### src/hw/rtl/interval_range_map_core_defines.svh
// assertion macros for the interval range map core
// users must have clk and rst_n in scope
`ifndef INTERVAL_RANGE_MAP_CORE_DEFINES_SVH
`define INTERVAL_RANGE_MAP_CORE_DEFINES_SVH

// condition holds at every edge out of reset
`define IRM_ASSERT_ALWAYS(lbl, cond, msg) \
    lbl: assert property (@(posedge clk) disable iff (!rst_n) (cond)) else $error(msg);

// antecedent implies consequent in the same cycle
`define IRM_ASSERT_IMPLY(lbl, ante, cons, msg) \
    lbl: assert property (@(posedge clk) disable iff (!rst_n) (ante) |-> (cons)) \
        else $error(msg);

`endif

### src/hw/rtl/irm_pkg.sv
// shared types and constants for the interval range map core
// no dependencies
package irm_pkg;

    localparam int TABLE_DEPTH = 64;
    localparam int KEY_BITS    = 32;
    localparam int VALUE_BITS  = 8;
    localparam int IDX_BITS    = $clog2(TABLE_DEPTH);
    localparam int CNT_BITS    = $clog2(TABLE_DEPTH + 1);

    localparam logic ACT_ASSIGN = 1'b0;
    localparam logic ACT_LOOKUP = 1'b1;

    localparam logic [1:0] ST_DONE  = 2'd0;
    localparam logic [1:0] ST_EMPTY = 2'd1;
    localparam logic [1:0] ST_FULL  = 2'd2;

    typedef struct packed {
        logic                         action;
        logic signed [KEY_BITS-1:0]   range_start;
        logic signed [KEY_BITS-1:0]   range_stop;
        logic        [VALUE_BITS-1:0] fill_value;
        logic signed [KEY_BITS-1:0]   query_key;
    } req_t;

    typedef struct packed {
        logic [VALUE_BITS-1:0] read_value;
        logic [1:0]            status;
    } rsp_t;

    typedef struct packed {
        logic signed [KEY_BITS-1:0] key;
        logic [VALUE_BITS-1:0]      value;
    } entry_t;

endpackage

### src/hw/rtl/irm_ram.sv
// breakpoint memory bank: one write port, one registered read port
// depends on irm_pkg
module irm_ram (
    input  logic                           clk,
    input  logic                           we,
    input  logic [irm_pkg::IDX_BITS-1:0]   waddr,
    input  irm_pkg::entry_t                wdata,
    input  logic [irm_pkg::IDX_BITS-1:0]   raddr,
    output irm_pkg::entry_t                rdata
);

    irm_pkg::entry_t mem [irm_pkg::TABLE_DEPTH];

    always_ff @(posedge clk)
    begin
        if (we)
        begin
            mem[waddr] <= wdata;
        end
        rdata <= mem[raddr];
    end

endmodule

### config.mk
export PLATFORM = sky130hd
export DESIGN_NAME = irm_ram
export DESIGN_NICKNAME = d
export VERILOG_FILES = /design/src/hw/rtl/interval_range_map_core_defines.svh /design/src/hw/rtl/irm_pkg.sv /design/src/hw/rtl/irm_ram.sv
export SDC_FILE = /design/constraint.sdc
export NUM_CORES = 2
export LEC_CHECK = 0
export BUFFER_PORTS_ARGS = -buffer_cell sky130_fd_sc_hd__buf_4
export CAP_MARGIN = 20
export CELL_PAD_IN_SITES_DETAIL_PLACEMENT = 0
export CELL_PAD_IN_SITES_GLOBAL_PLACEMENT = 1
export CORE_AREA = 2 2 345 517
export DETAILED_ROUTE_END_ITERATION = 8
export DIE_AREA = 0 0 347 519
export PLACE_DENSITY_LB_ADDON = 0.3
export REMOVE_ABC_BUFFERS = 1
export SYNTH_ARGS = -nofsm -noshare
export SYNTH_HDL_FRONTEND = slang
export SYNTH_SLANG_ARGS = --single-unit
### constraint.sdc
create_clock -name clk -period 4.5 [get_ports clk]
set_input_delay 0.225 -clock clk [delete_from_list [all_inputs] [get_ports clk]]
set_output_delay 0.225 -clock clk [all_outputs]
set_load 0.01 [all_outputs]
# Yosys cells after proc, flatten, opt, wreduce, memory -nomap -nowiden
# Memory sizes are Yosys's and may differ from the RTL's. A register that Yosys moved wholly into a read port is not among the register bits.
# Cells that the tools add are included.
dict set report word_totals {
  register_bits 0
  ramBits 2560
  inputBits 54
  output_inout_bits 40
  word_cells 3
  memories 1
}
# memory words width read_ports rd_clocked_by_memory_dff write_ports line
set mem_list {}
lappend mem_list {mem 64 40 1 1 1 irm_ram.sv:12} ;# irm_pkg::entry_t mem [irm_pkg::TABLE_DEPTH];
dict set report op_classes {
  mux 2
}
# cell count
set op_table {}
lappend op_table {{1-bit 2-to-1 mux} 2}

# Longest topological paths before layout
dict set report depth {
  ltp_word 2
  mapped_depth 9
  mapped_depth_nobuf 5
}

# Least setup slack after synthesis
# OpenSTA, ideal clock, no wires.
dict set report synth_timing {
  path_type {input to register}
  start {input waddr[3] (netlist name)}
  end {memory mem[48][0] (netlist name), enable pin}
  setup_time_ns 0.487
  arrival_ns 3.461
  path_slack_ns 0.553
  cell_stages 4
  path_cell_list {clkbuf_1 nor2b_1 nand4b_1 nor3_1}
}
# element line
set synth_lines {}
lappend synth_lines {{from (decl)} irm_ram.sv:6} ;# input logic [irm_pkg::IDX_BITS-1:0] waddr,
lappend synth_lines {{to (decl)} irm_ram.sv:12}
# No word-level cell before the write port.

==> metrics.csv <==
stage,metric,value,unit
clock_tree,post-CTS sizing,0,
synthesis,Syn. warnings,0,
synthesis,post-synth cell types,36,
pwr,Internal Dissipation,0.0382,W
synthesis,most common cell in the netlist,edfxtp_1,
place,Port Buffers,93,
detailed_routing,Remaining DRCs,0,
die,Total Die Area,180000,um^2
timing,Final Slew Violations,0,
timing,worst slew pin tran,1.47,ns
global_routing,total track usage,27.8,%
die,Initial Util,55.5,%
synthesis,synth top area cells,"edfxtp_1, mux4_2, mux2i_1",
timing,clock skew,0.0610,ns
synthesis,Post-synth top cells,"edfxtp_1, mux4_2, o22ai_1, mux2i_1, nor2_1",
timing,FMAX,0.355,GHz
pwr,Switching Share,20.9,%
worst_setup_path,Crit path required time,5.16,ns
flow_run,# Max-Cap Violations,0,
synthesis,Synth Area per Inst,23.3,um^2
layout,Final Util,62.4,%
global_routing,global route overflow,0,
place,post-DP HPWL,140000,um
place,routability cong.,0.809,
clock_tree,total number of H-tree levels,4,
synthesis,Post-synth EDFFs,2560,
pwr,combinational share of power,5.1,%
layout,Nets,4571,
clock_tree,clk slew on worst S/H paths,0.07,ns
pwr,Psw,0.0101,W
detailed_routing,Antenna Nets Post-Route,0,
clock_tree,CTS tree,built,
clock_tree,Clock Path Buffers,4,
detailed_routing,drt pass-1 iters,5,
detailed_routing,total vias in the final route,46800,
synthesis,Synth Cell Area,97800,um^2
detailed_routing,vias per cell,6.69,
global_routing,largest net degree at the start of global routing,88,
die,I/O Pins,94,
die,Rows,189,
clock_tree,TritonCTS buffer count,228,
worst_setup_path,crit path DAT,3.48,ns
synthesis,Synth top area share,78.6,%
pwr,clock share of power,39.2,%
worst_setup_path,CP Class,in2reg,
synthesis,cell count after synthesis,4195,
synthesis,"Seq/Total Area, Yosys",79.4,%
status,status,"complete, no violations",
pwr,static leakage,34.2,nW
timing,unrepaired setup endpoints after global routing,no,
pwr,Max VDD drop,0.000348,V
synthesis,top_reg_cell synth,edfxtp_1,
global_routing,first-pass GRT wire length,351000,um
layout,share of cells above drive strength 1,28.0,%
synthesis,post-synth top area cell,edfxtp_1,
die,Core ar.,176000,um^2
synthesis,post-synthesis async set-or-reset flop share,0,%
worst_setup_path,Worst setup SP type,input port,
clock_tree,Clock Tree Root,clkbuf_16,
detailed_routing,drt total wl,248000,um
detailed_routing,Avg WL per Cell,35.5,um
timing,fin crit period,2.82,ns
timing,final-report hold violation count,0,
pwr,register share of total power,55.7,%
timing,Final Setup Violations,0,
global_routing,vias in the first global route,47500,
global_routing,initial antenna violation count,3,
hold_path,worst min-delay path class,in2reg,
place,placed insts,6536,
die,Die H,519,um
clock_tree,# hold bufs at CTS,43,
detailed_routing,DRT iter0 DRCs,5471,
clock_tree,Clock Latency Late Sink,0.88,ns
synthesis,number of synthesized register bits,2600,
clock_tree,Post-CTS Setup Bufs,0,
worst_setup_path,Crit. End Element,flip-flop,
die,Die X-Extent,347,um
layout,area delta synth->final,12.4,%
clock_tree,CTS Sinks,2600,
worst_setup_path,worst-path fanout max,87,
layout,Non-Filler Instances,6993,
timing,Setup TNS,0,ns
timing,Final Cycle Share,62.6,%
pwr,PD cells,439,nW/um^2
timing,Slew HR,2.24,%
==> layer usage <==
metal | track usage (%) | vias up | wire length, um
li1 | - | 18700 | -
met1 | 36.1 | 25300 | 90300
met2 | 47.4 | 2291 | 129000
met3 | 3.26 | 468 | 17200
met4 | 12.7 | 2 | 12400
met5 | 0 | - | 8
==> final cells by class <==
cell class,instances,area (um^2)
multi-input combinational,1357,19500
timing repair buffer,330,2870
fill,11600,66200
clock buffer,289,6040
clock inverter,119,1030
antenna,6,15.0
tap,2292,2870
sequential,2600,77700
==> registers in the layout, summed over array words and instances (netlist names) <==
signal  flops
mem      2560
rdata      40
==> power groups by stage <==
stage / Clock, W / Sequential, W / Combinational (W)
finish: 0.0189 / 0.0269 / 0.00246
CTS: 0.0191 / 0.0269 / 0.00249
floorplan: 0 / 0.0274 / 0.000959
detailed placement: 0 / 0.0275 / 0.00246
global placement: 0 / 0.0274 / 0.00240
global route: 0.0199 / 0.0269 / 0.00259
==> kinds of logic (layout without fill, tap and decap cells) <==
kind of cell,count (synthesis),after routing,synth area share (%)
flops,2600,2600,79.4
mux,759,759,15.6
compound gates,383,383,2.68
buf+inv,238,738,1.27
simple gates,215,215,1.08
other cells,0,6,0
==> cell usage in the layout, fill, tap and decap left out, drive strengths merged, types with 38 or more instances in the layout <==
| cell | instances |
|---|---|
| dlygate4sd3 | 43 |
| o22ai | 143 |
| nor2 | 97 |
| buf | 287 |
| mux2i | 113 |
| mux2 | 38 |
| dfxtp | 40 |
| mux4 | 608 |
| edfxtp | 2560 |
| clkinv | 90 |
| clkbuf | 289 |
| a21oi | 68 |
| o221ai | 42 |
==> critical path, stage by stage <==
cell and delay, ns:
buf_8 0.31, buf_12 0.46, buf_4 0.45, mux2i_1 0.24, a22o_1 0.17, a21oi_1 0.05, a221oi_1 1.18, nor4_1 0.20
==> stage by stage <==
step                      hold WS, ns  area, um^2  worst slack [ns]  power (W)
after floorplan                 0.324       96600             0.705     0.0284
after global placement          0.628      102000             0.312     0.0299
after detailed placement        0.623      102000              1.05     0.0299
after CTS                     0.00928      110000              1.77     0.0486
after global routing           0.0138      110000              1.67     0.0495
final                          0.0422      110000              1.68     0.0483
==> worst paths after layout <==
| path | startpoint | end | slack, ns | cells after the start |
|---|---|---|---|---|
| worst max-delay path | raddr[2] | rdata[16] | 1.68 | 8 |
| worst min-delay path | raddr[5] | rdata[0] | 0.04 | 2 |
| worst max register to register | mem[29][16] | rdata[16] | 1.79 | 4 |
| worst min register to register | mem[51][8] | rdata[8] | 0.81 | 4 |
Power figures use the tool's default switching activity.
